==> config.mk <==
export PLATFORM = sky130hd
export DESIGN_NAME = fixed_window_rate_limiter
export DESIGN_NICKNAME = d
export VERILOG_FILES = /design/src/hw/rtl/fwrl_pkg.sv /design/src/hw/rtl/fwrl_mul.sv /design/src/hw/rtl/fwrl_div.sv /design/src/hw/rtl/fwrl_core.sv /design/src/hw/rtl/fixed_window_rate_limiter.sv
export VERILOG_INCLUDE_DIRS = /design/src /design/src/hw/rtl
export SDC_FILE = /design/constraint.sdc
export NUM_CORES = 2
export LEC_CHECK = 0
export BUFFER_PORTS_ARGS = -buffer_cell sky130_fd_sc_hd__buf_2
export CAP_MARGIN = 40
export CORE_MARGIN = 1
export CORE_UTILIZATION = 65
export DETAILED_ROUTE_END_ITERATION = 7
export PLACE_DENSITY = 0.83
export SLEW_MARGIN = 20
export SYNTH_ARGS = -nofsm -noshare
export SYNTH_HDL_FRONTEND = slang
export SYNTH_SLANG_ARGS = --single-unit
==> constraint.sdc <==
create_clock -name clock -period 13.87 [get_ports clock]
set_input_delay 0 -clock clock [delete_from_list [all_inputs] [get_ports clock]]
set_output_delay 0 -clock clock [all_outputs]
set_load 0.01 [all_outputs]
==> src/hw/rtl/fixed_window_rate_limiter_macros.svh <==
// assertion macros for the fixed window rate limiter
`ifndef FIXED_WINDOW_RATE_LIMITER_MACROS_SVH
`define FIXED_WINDOW_RATE_LIMITER_MACROS_SVH

`ifndef SYNTHESIS

// same-cycle implication
`define FWRL_ASSERT_IMP(label, clk, rst, ante, cons) \
   label: assert property (@(posedge clk) disable iff (rst) (ante) |-> (cons)) \
      else $error("fwrl assertion failed");

// next-cycle implication
`define FWRL_ASSERT_NEXT(label, clk, rst, ante, cons) \
   label: assert property (@(posedge clk) disable iff (rst) (ante) |=> (cons)) \
      else $error("fwrl assertion failed");

`else

`define FWRL_ASSERT_IMP(label, clk, rst, ante, cons)
`define FWRL_ASSERT_NEXT(label, clk, rst, ante, cons)

`endif

`endif

==> src/hw/rtl/fwrl_pkg.sv <==
`timescale 1ns / 1ps
// shared types and constants of the fixed window rate limiter
package fwrl_pkg;

   localparam int unsigned RATE_W   = 40;
   localparam int unsigned BYTES_W  = 32;
   localparam int unsigned TIME_W   = 64;
   localparam int unsigned STALL_W  = 33;
   localparam int unsigned ELAP_W   = 33;
   localparam int unsigned MUL_A_W  = 64;
   localparam int unsigned MUL_B_W  = 33;
   localparam int unsigned PROD_W   = MUL_A_W + MUL_B_W;
   localparam int unsigned ALLOW_W  = (RATE_W - 3) + ELAP_W;
   localparam int unsigned NUM_W    = PROD_W;
   localparam int unsigned QUO_W    = 35;
   localparam int unsigned DIV_CNT_W = $clog2(QUO_W);
   localparam int unsigned MUL_PARTS = 4;

   localparam int unsigned CSR_AW = 4;
   localparam int unsigned CSR_DW = 64;
   localparam logic CSR_IDX_RATE = 1'b0;

   localparam logic [STALL_W-1:0] WINDOW_NS = 33'd5000000000;
   localparam logic [29:0]        NS_PER_S  = 30'd1000000000;

   typedef struct packed {
      logic [BYTES_W-1:0] byte_count;
      logic [TIME_W-1:0]  now_ns;
   } fwrl_req_word_type;

   typedef struct packed {
      logic [STALL_W-1:0] stall_ns;
      logic               throttled;
   } fwrl_rsp_word_type;

   typedef struct packed {
      logic busy;
      logic done;
   } fwrl_mul_stat_type;

   typedef struct packed {
      logic busy;
      logic done;
      logic ovf;
   } fwrl_div_stat_type;

   typedef enum logic [3:0] {
      ST_IDLE,
      ST_PREP,
      ST_ELAP,
      ST_MUL_ALLOW,
      ST_MUL_LOAD,
      ST_CMP,
      ST_DIV,
      ST_FIN,
      ST_DONE
   } fwrl_state_type;

endpackage

==> src/hw/rtl/fwrl_mul.sv <==
`timescale 1ns / 1ps
// 64 x 33 multiplier built from four passes through one 32 x 32 multiplier
module fwrl_mul
   import fwrl_pkg::*;
(
   input  logic                   clock,
   input  logic                   reset,
   input  logic                   start,
   input  logic [MUL_A_W-1:0]     a,
   input  logic [MUL_B_W-1:0]     b,
   output fwrl_mul_stat_type      stat,
   output logic [PROD_W-1:0]      prod
);

   localparam int unsigned CNT_W = $clog2(MUL_PARTS + 1);

   logic [MUL_A_W-1:0] a_ff, a_in;
   logic [MUL_B_W-1:0] b_ff, b_in;
   logic [CNT_W-1:0]   cnt_ff, cnt_in;
   logic               run_ff, run_in;
   logic               done_ff, done_in;
   logic [63:0]        pp_ff, pp_in;
   logic               pp_vld_ff, pp_vld_in;
   logic [1:0]         sh_ff, sh_in;
   logic [PROD_W-1:0]  acc_ff, acc_in;
   logic [31:0]        x_op;
   logic [31:0]        y_op;
   logic [PROD_W-1:0]  addend;

   assign x_op = cnt_ff[0] ? a_ff[63:32] : a_ff[31:0];
   assign y_op = cnt_ff[1] ? {31'b0, b_ff[32]} : b_ff[31:0];

   // partial product weights 2^0, 2^32, 2^64
   always_comb begin
      case (sh_ff)
         2'd0:    addend = {33'b0, pp_ff};
         2'd1:    addend = {1'b0, pp_ff, 32'b0};
         2'd2:    addend = {pp_ff[32:0], 64'b0};
         default: addend = '0;
      endcase
   end

   always_comb begin
      a_in      = a_ff;
      b_in      = b_ff;
      cnt_in    = cnt_ff;
      run_in    = run_ff;
      done_in   = 1'b0;
      pp_in     = pp_ff;
      pp_vld_in = 1'b0;
      sh_in     = sh_ff;
      acc_in    = acc_ff;
      if (pp_vld_ff) begin
         acc_in = acc_ff + addend;
      end
      if (start) begin
         a_in   = a;
         b_in   = b;
         cnt_in = '0;
         run_in = 1'b1;
         acc_in = '0;
      end else if (run_ff) begin
         if (cnt_ff == CNT_W'(MUL_PARTS)) begin
            run_in  = 1'b0;
            done_in = 1'b1;
         end else begin
            pp_in     = x_op * y_op;
            pp_vld_in = 1'b1;
            sh_in     = {1'b0, cnt_ff[0]} + {1'b0, cnt_ff[1]};
            cnt_in    = cnt_ff + 1'b1;
         end
      end
   end

   always_ff @(posedge clock) begin
      if (reset) begin
         run_ff    <= 1'b0;
         done_ff   <= 1'b0;
         pp_vld_ff <= 1'b0;
         cnt_ff    <= '0;
      end else begin
         run_ff    <= run_in;
         done_ff   <= done_in;
         pp_vld_ff <= pp_vld_in;
         cnt_ff    <= cnt_in;
      end
   end

   always_ff @(posedge clock) begin
      a_ff   <= a_in;
      b_ff   <= b_in;
      pp_ff  <= pp_in;
      sh_ff  <= sh_in;
      acc_ff <= acc_in;
   end

   assign stat.busy = run_ff | pp_vld_ff;
   assign stat.done = done_ff;
   assign prod      = acc_ff;

endmodule

==> src/hw/rtl/fwrl_div.sv <==
`timescale 1ns / 1ps
// restoring divider, one quotient bit per cycle, with early overflow detect
module fwrl_div
   import fwrl_pkg::*;
(
   input  logic                clock,
   input  logic                reset,
   input  logic                start,
   input  logic [NUM_W-1:0]    num,
   input  logic [RATE_W-1:0]   den,
   output fwrl_div_stat_type   stat,
   output logic [QUO_W-1:0]    quo
);

   localparam int unsigned HI_W = NUM_W - QUO_W;

   logic [RATE_W-1:0]    den_ff, den_in;
   logic [RATE_W-1:0]    rem_ff, rem_in;
   logic [QUO_W-1:0]     sh_ff, sh_in;
   logic [DIV_CNT_W-1:0] cnt_ff, cnt_in;
   logic                 run_ff, run_in;
   logic                 done_ff, done_in;
   logic                 ovf_ff, ovf_in;
   logic [RATE_W:0]      trial;
   logic [RATE_W:0]      trial_sub;
   logic                 trial_ge;
   logic [HI_W-1:0]      num_hi;
   logic                 hi_ovf;

   assign trial     = {rem_ff, sh_ff[QUO_W-1]};
   assign trial_ge  = trial >= {1'b0, den_ff};
   assign trial_sub = trial - {1'b0, den_ff};

   // quotient needs more than QUO_W bits when the top part already reaches den
   assign num_hi = num[NUM_W-1:QUO_W];
   assign hi_ovf = num_hi >= HI_W'(den);

   always_comb begin
      den_in  = den_ff;
      rem_in  = rem_ff;
      sh_in   = sh_ff;
      cnt_in  = cnt_ff;
      run_in  = run_ff;
      done_in = 1'b0;
      ovf_in  = ovf_ff;
      if (start) begin
         den_in  = den;
         ovf_in  = hi_ovf;
         rem_in  = num_hi[RATE_W-1:0];
         sh_in   = num[QUO_W-1:0];
         cnt_in  = '0;
         run_in  = ~hi_ovf;
         done_in = hi_ovf;
      end else if (run_ff) begin
         rem_in = trial_ge ? trial_sub[RATE_W-1:0] : trial[RATE_W-1:0];
         sh_in  = {sh_ff[QUO_W-2:0], trial_ge};
         if (cnt_ff == DIV_CNT_W'(QUO_W - 1)) begin
            run_in  = 1'b0;
            done_in = 1'b1;
         end else begin
            cnt_in = cnt_ff + 1'b1;
         end
      end
   end

   always_ff @(posedge clock) begin
      if (reset) begin
         run_ff  <= 1'b0;
         done_ff <= 1'b0;
         cnt_ff  <= '0;
         ovf_ff  <= 1'b0;
      end else begin
         run_ff  <= run_in;
         done_ff <= done_in;
         cnt_ff  <= cnt_in;
         ovf_ff  <= ovf_in;
      end
   end

   always_ff @(posedge clock) begin
      den_ff <= den_in;
      rem_ff <= rem_in;
      sh_ff  <= sh_in;
   end

   assign stat.busy = run_ff;
   assign stat.done = done_ff;
   assign stat.ovf  = ovf_ff;
   assign quo       = sh_ff;

endmodule

==> src/hw/rtl/fwrl_core.sv <==
`timescale 1ns / 1ps
// window state, sequencer and result register of the rate limiter
`include "fixed_window_rate_limiter_macros.svh"
module fwrl_core
   import fwrl_pkg::*;
(
   input  logic               clock,
   input  logic               reset,
   input  logic [RATE_W-1:0]  rate,
   input  logic               req_valid,
   output logic               req_stall,
   input  fwrl_req_word_type  req_data,
   output logic               rsp_valid,
   input  logic               rsp_stall,
   output fwrl_rsp_word_type  rsp_data
);

   fwrl_state_type     state_ff, state_in;
   logic [TIME_W-1:0]  ws_ff, ws_in;
   logic [TIME_W-1:0]  wb_ff, wb_in;
   logic [BYTES_W-1:0] bytes_ff, bytes_in;
   logic [TIME_W-1:0]  now_ff, now_in;
   logic [ELAP_W-1:0]  el_ff, el_in;
   logic [ALLOW_W-1:0] p1_ff, p1_in;
   logic [STALL_W-1:0] res_stall_ff, res_stall_in;
   logic               res_thr_ff, res_thr_in;
   logic               rsp_valid_ff, rsp_valid_in;
   fwrl_rsp_word_type  rsp_data_ff, rsp_data_in;
   logic               rsp_load;

   logic [TIME_W-1:0]  wb_base;
   logic [TIME_W:0]    wb_sum;
   logic [TIME_W-1:0]  elapsed;
   logic [QUO_W-1:0]   q_diff;
   logic               q_gt;

   logic               mul_start;
   logic [MUL_A_W-1:0] mul_a;
   logic [MUL_B_W-1:0] mul_b;
   fwrl_mul_stat_type  mul_st;
   logic [PROD_W-1:0]  mul_prod;
   logic               div_start;
   fwrl_div_stat_type  div_st;
   logic [QUO_W-1:0]   div_quo;

   fwrl_mul u_mul (
      .clock (clock),
      .reset (reset),
      .start (mul_start),
      .a     (mul_a),
      .b     (mul_b),
      .stat  (mul_st),
      .prod  (mul_prod)
   );

   // numerator is bytes * 8e9, i.e. the bytes * 1e9 product shifted by three
   fwrl_div u_div (
      .clock (clock),
      .reset (reset),
      .start (div_start),
      .num   ({mul_prod[NUM_W-4:0], 3'b000}),
      .den   (rate),
      .stat  (div_st),
      .quo   (div_quo)
   );

   // no window yet means the total starts from zero
   assign wb_base = (ws_ff == '0) ? '0 : wb_ff;
   assign wb_sum  = {1'b0, wb_base} + {{(TIME_W - BYTES_W + 1){1'b0}}, bytes_ff};
   assign elapsed = now_ff - ws_ff;
   assign q_gt    = div_quo > {{(QUO_W - ELAP_W){1'b0}}, el_ff};
   assign q_diff  = div_quo - {{(QUO_W - ELAP_W){1'b0}}, el_ff};

   always_comb begin
      state_in     = state_ff;
      ws_in        = ws_ff;
      wb_in        = wb_ff;
      bytes_in     = bytes_ff;
      now_in       = now_ff;
      el_in        = el_ff;
      p1_in        = p1_ff;
      res_stall_in = res_stall_ff;
      res_thr_in   = res_thr_ff;
      mul_start    = 1'b0;
      mul_a        = wb_ff;
      mul_b        = {{(MUL_B_W - 30){1'b0}}, NS_PER_S};
      div_start    = 1'b0;
      rsp_load     = 1'b0;
      case (state_ff)
         ST_IDLE: begin
            if (req_valid) begin
               bytes_in     = req_data.byte_count;
               now_in       = req_data.now_ns;
               res_stall_in = '0;
               res_thr_in   = 1'b0;
               state_in     = (rate == '0) ? ST_DONE : ST_PREP;
            end
         end
         ST_PREP: begin
            if (ws_ff == '0) begin
               ws_in = now_ff;
            end
            wb_in    = wb_sum[TIME_W] ? '1 : wb_sum[TIME_W-1:0];
            state_in = ST_ELAP;
         end
         ST_ELAP: begin
            if (elapsed > TIME_W'(WINDOW_NS)) begin
               // stale window or time went backwards
               ws_in    = now_ff;
               wb_in    = {{(TIME_W - BYTES_W){1'b0}}, bytes_ff};
               state_in = ST_DONE;
            end else begin
               el_in     = elapsed[ELAP_W-1:0];
               mul_start = 1'b1;
               mul_a     = {{(MUL_A_W - RATE_W + 3){1'b0}}, rate[RATE_W-1:3]};
               mul_b     = elapsed[ELAP_W-1:0];
               state_in  = ST_MUL_ALLOW;
            end
         end
         ST_MUL_ALLOW: begin
            if (mul_st.done) begin
               p1_in     = mul_prod[ALLOW_W-1:0];
               mul_start = 1'b1;
               state_in  = ST_MUL_LOAD;
            end
         end
         ST_MUL_LOAD: begin
            if (mul_st.done) begin
               state_in = ST_CMP;
            end
         end
         ST_CMP: begin
            // bytes > floor(p1 / 1e9) is the same as bytes * 1e9 > p1
            if (mul_prod > {{(PROD_W - ALLOW_W){1'b0}}, p1_ff}) begin
               div_start = 1'b1;
               state_in  = ST_DIV;
            end else begin
               state_in = ST_DONE;
            end
         end
         ST_DIV: begin
            if (div_st.done) begin
               state_in = ST_FIN;
            end
         end
         ST_FIN: begin
            if (!div_st.ovf && q_gt && (q_diff < QUO_W'(WINDOW_NS))) begin
               res_stall_in = q_diff[STALL_W-1:0];
               res_thr_in   = 1'b1;
            end
            state_in = ST_DONE;
         end
         ST_DONE: begin
            if (!rsp_valid_ff || !rsp_stall) begin
               rsp_load = 1'b1;
               state_in = ST_IDLE;
            end
         end
         default: begin
            state_in = ST_IDLE;
         end
      endcase
   end

   always_comb begin
      rsp_valid_in = rsp_valid_ff;
      rsp_data_in  = rsp_data_ff;
      if (rsp_load) begin
         rsp_valid_in         = 1'b1;
         rsp_data_in.stall_ns  = res_stall_ff;
         rsp_data_in.throttled = res_thr_ff;
      end else if (!rsp_stall) begin
         rsp_valid_in = 1'b0;
      end
   end

   always_ff @(posedge clock) begin
      if (reset) begin
         state_ff     <= ST_IDLE;
         ws_ff        <= '0;
         wb_ff        <= '0;
         res_thr_ff   <= 1'b0;
         rsp_valid_ff <= 1'b0;
      end else begin
         state_ff     <= state_in;
         ws_ff        <= ws_in;
         wb_ff        <= wb_in;
         res_thr_ff   <= res_thr_in;
         rsp_valid_ff <= rsp_valid_in;
      end
   end

   always_ff @(posedge clock) begin
      bytes_ff     <= bytes_in;
      now_ff       <= now_in;
      el_ff        <= el_in;
      p1_ff        <= p1_in;
      res_stall_ff <= res_stall_in;
      rsp_data_ff  <= rsp_data_in;
   end

   assign req_stall = (state_ff != ST_IDLE);
   assign rsp_valid = rsp_valid_ff;
   assign rsp_data  = rsp_data_ff;

   `FWRL_ASSERT_NEXT(a_accept_goes_busy, clock, reset, req_valid && !req_stall, state_ff != ST_IDLE)
   `FWRL_ASSERT_NEXT(a_rate_off_skips, clock, reset, req_valid && !req_stall && (rate == '0), state_ff == ST_DONE)
   `FWRL_ASSERT_IMP(a_units_exclusive, clock, reset, mul_st.busy, !div_st.busy)
   `FWRL_ASSERT_IMP(a_throttle_nonzero, clock, reset, res_thr_ff, res_stall_ff != '0)

endmodule

==> src/hw/rtl/fixed_window_rate_limiter.sv <==
`timescale 1ns / 1ps
// top level of the fixed window rate limiter: register port and core
//
//   channel  direction  handshake            word
//   req_     in         req_valid/req_stall  byte_count, now_ns
//   rsp_     out        rsp_valid/rsp_stall  stall_ns, throttled
//   csr      in/out     psel/penable/pready  target_rate_bps at address 0
//
// one word in flight at a time; req_stall is high from acceptance until the result
// is placed in the output register. When the stall quotient runs, a word takes two
// four-pass products on the 32x32 multiplier, then 35 divider steps; a total that
// fits the window skips the divider, a window restart skips both units and a zero
// rate also leaves the window untouched. A stalled output delays the next word.
// reset is synchronous: rate zero, no window, empty output register.
// a stalled result holds the core in its last state until taken.
module fixed_window_rate_limiter
   import fwrl_pkg::*;
(
   input  logic               clock,
   input  logic               reset,
   input  logic               req_valid,
   output logic               req_stall,
   input  fwrl_req_word_type  req_data,
   output logic               rsp_valid,
   input  logic               rsp_stall,
   output fwrl_rsp_word_type  rsp_data,
   input  logic               psel,
   input  logic               penable,
   input  logic               pwrite,
   input  logic [CSR_AW-1:0]  paddr,
   input  logic [CSR_DW-1:0]  pwdata,
   output logic [CSR_DW-1:0]  prdata,
   output logic               pready
);

   logic [RATE_W-1:0] rate_ff, rate_in;
   logic              csr_wr;
   logic              csr_idx;

   assign pready  = 1'b1;
   assign csr_wr  = psel & penable & pwrite & pready;
   // registers sit on 8-byte boundaries
   assign csr_idx = paddr[3];

   always_comb begin
      rate_in = rate_ff;
      if (csr_wr && (csr_idx == CSR_IDX_RATE)) begin
         rate_in = pwdata[RATE_W-1:0];
      end
   end

   always_ff @(posedge clock) begin
      if (reset) begin
         rate_ff <= '0;
      end else begin
         rate_ff <= rate_in;
      end
   end

   assign prdata = (csr_idx == CSR_IDX_RATE) ? {{(CSR_DW - RATE_W){1'b0}}, rate_ff} : '0;

   fwrl_core u_core (
      .clock     (clock),
      .reset     (reset),
      .rate      (rate_ff),
      .req_valid (req_valid),
      .req_stall (req_stall),
      .req_data  (req_data),
      .rsp_valid (rsp_valid),
      .rsp_stall (rsp_stall),
      .rsp_data  (rsp_data)
   );

endmodule
==> impl_metrics.tcl <==
set metrics [dict create \
    status "finished, final reports clean" \
    highest_layer "met5" \
    max_stage_delay_ps 840 \
    fmax_ghz 0.08612 \
    required_ps 14330 \
    instances_no_fill 11320 \
    seq_area_frac_synth_pct 26.33 \
    grt_start_max_net_pins 91 \
    wire_per_inst_um 24.70 \
    yosys_register_bits 830 \
    worst_slew_pin_slew_ps 996.2 \
    final_layout_size_suffix_gt1_share_pct 7.344 \
    end_kind "flip-flop" \
    grt-ovfl-total 0 \
    hpwl_um 205700 \
    setup_slack_ps 2258 \
    mostFrequentLayoutCell "inv_1" \
    cts_max_level 3 \
    synth_enable_flop_cells 541 \
    dr_wl_met3_um 36970 \
    finalInstanceArea_mm2 0.09241 \
    clockBufferDepth 3 \
    synth_cell_types 93 \
    yosysWarningCount 0 \
    critPathArrivalTime_ps 12070 \
    clock_latency_ps 750 \
    worstSetupPathType "flip-flop to flip-flop" \
    async_flop_share_pct 0 \
    hp-class "input port to flip-flop" \
    wl_met1_um 96410 \
    synth_area_leaders "fa_1 22%, edfxtp_1 19%, ha_1 9.6%" \
    avgSynthCellArea_um2 9.031 \
    cts_sinks 830 \
    pre_cts_slack_ps 2660 \
    mostFrequentLayoutCells "1,303 x inv_1, 1,125 x nor2_1, 955 x nand2_1, 901 x fa_1, 641 x ha_1" \
    max-vdd-ir-drop_uv 151.6 \
    gp_congestion 1.071 \
    finish.utilization_pct 72.38 \
    fin_skew_ps 76.15 \
    slew-limit-headroom_pct 32.72 \
    syn_inst 9264 \
    die_width_um 360.8 \
    grt_util_all_layers_pct 42.81 \
    clk_pin_slew_ps 60 \
    setup_viol 0 \
    maxCapViolations 0 \
    start_kind "flip-flop" \
    crit_slowest_cell "o41ai_1" \
    cts_tree "yes" \
    first_pass_iters 6 \
    cellPowerDensity_mw_per_mm2 96.26 \
    num_vias 72750 \
    syn-cell-area_mm2 0.08366 \
    core_mm2 0.1277 \
    wl_um 279600 \
    p_leak_nw 41.78 \
    drtIter0Drc 9038 \
    synth_top_area_share_pct 21.56 \
    placementRows 131 \
    initial_core_util_pct 65.52 \
    ioPinCount 272 \
    ys.flop_type "edfxtp_1" \
    cts_buffers 89 \
    dp.cells 10870 \
    route.met2.wl_um 121100 \
    cp_common_cell "fa_1" \
    drc_errors 0 \
    nFillCells 8932 \
    rsz0062_at_grt "false" \
    grt_pass1_vias 73160 \
    hold_viol_final 0 \
    cts_root_buf "clkbuf_16" \
    grt_pass1_wl_um 423900 \
    min_period_over_period_pct 83.72 \
    final_nets 11280 \
    yosys.area.top_type "fa_1" \
    finalSetupTns_ps 0 \
    placed_area_mm2 0.08662 \
    area_delta_synth_final_pct 10.46 \
    die_h_um 360.8 \
    slew_viol_final 0 \
    antenna_found_initial 20 \
    vias_per_cell 6.426 \
    timing.final.crit_period_ps 11610 \
    io_buffers 219 \
    ctsResizeCount 0 \
    crit_fanout 35 \
    final_antenna_net_count 0 \
    die_area_mm2 0.1301 \
]
==> cells in the mapped netlist (36+ instances only) <==
cell type,instances
a31oi_1,44
nand3_1,132
nor2b_1,118
mux2_2,76
and2_1,87
edfxtp_1,541
nor4_1,66
clkbuf_1,355
nand2b_1,55
a21o_1,193
inv_1,1303
xor2_1,106
nand4_1,132
o31ai_1,36
mux2i_1,225
o211ai_1,43
and3_1,51
nor2_1,1127
fa_1,901
xnor2_1,185
nand2_1,956
nor3_1,107
a211oi_1,43
o21bai_1,61
ha_1,641
o21ai_0,308
dfxtp_1,289
o21a_1,56
a21oi_1,546
==> metrics by stage <==
| stage | power, mW | hold slack (ps) |
|---|---|---|
| floorplan | 5.183 | 98.87 |
| CTS | 8.680 | 11.76 |
| finish | 8.896 | 30.65 |
| global route | 9.190 | 14.24 |
| detailed placement | 6.095 | 178.1 |
| global placement | 6.000 | 176.0 |
==> final timing paths <==
check,start,to,slack [ps],depth (start not counted)
worst min register to register,u_core.res_stall_ff[7],u_core.rsp_data[8],420,0
worst max register to register,u_core.u_mul.cnt_ff[0],u_core.u_mul.pp_ff[63],2260,31
worst min-delay path,req_data[29],u_core.now_ff[29],30,2
worst max-delay path,u_core.u_mul.cnt_ff[0],u_core.u_mul.pp_ff[63],2260,31
==> power breakdown <==
group	internal (mW)	switching [mW]
Sequential	2.94	0.250
Combinational	1.12	2.00
Clock	1.43	1.15
Total	5.50	3.40
==> critical path: cells and delay by family, from the launching register on <==
family	cells	cell delay, ps
fa+ha+maj	9	4510
buf+inv	7	1450
simple gates	2	510
flops	1	750
compound gates	11	3740
xor+xnor	1	100
mux	1	260
==> cell families (layout without fill, tap and decap cells) <==
logic type | after synthesis | count (layout) | share of synthesized area (%)
and+or+nand+nor | 2952 | 2952 | 15.69
buffers and inverters | 1758 | 2112 | 8.079
AOI/OAI and AO/OA | 1588 | 1588 | 11.98
adders and majority gates | 1542 | 1542 | 31.15
DFF | 830 | 830 | 26.33
muxes | 301 | 301 | 3.715
xor gates and xnor gates | 291 | 291 | 3.046
other | 2 | 44 | 0.008977
==> per-layer routing <==
| metal | global-route usage [%] | vias up |
|---|---|---|
| met2 | 64.87 | 4919 |
| met1 | 50.94 | 35050 |
| li1 | - | 31380 |
| met5 | 0 | - |
| met4 | 31.36 | 20 |
| met3 | 14.24 | 1386 |
==> flip-flops by register name, summed over array words and instances, names as in the netlist, 3 cells and up <==
register	count
rate_ff	40
u_core.bytes_ff	32
u_core.el_ff	33
u_core.now_ff	64
u_core.p1_ff	70
u_core.res_stall_ff	33
u_core.rsp_data	34
u_core.state_ff	4
u_core.u_div.cnt_ff	6
u_core.u_div.den_ff	40
u_core.u_div.quo	35
u_core.u_div.rem_ff	40
u_core.u_mul.a_ff	64
u_core.u_mul.b_ff	33
u_core.u_mul.cnt_ff	3
u_core.u_mul.pp_ff	64
u_core.u_mul.prod	97
u_core.wb_ff	64
u_core.ws_ff	64
==> area by class of cell <==
cell class,instances,area [um2],area share [%]
multi-input combinational,6699,55160,59.68
sequential,830,22040,23.85
timing repair buffer,635,5086,5.504
inverter,1309,4921,5.325
clock buffer,112,2417,2.616
tap,1662,2079,2.250
clock inverter,56,669.4,0.7243
antenna,19,47.55,0.05145
==> timing repair <==
| item | CTS | global route |
|---|---|---|
| hold endpoints to repair | 217 | 0 |
| setup buffers | 0 | 0 |
| hold buffers | 256 | 0 |
Note: power is estimated with default switching activity, not from simulation.
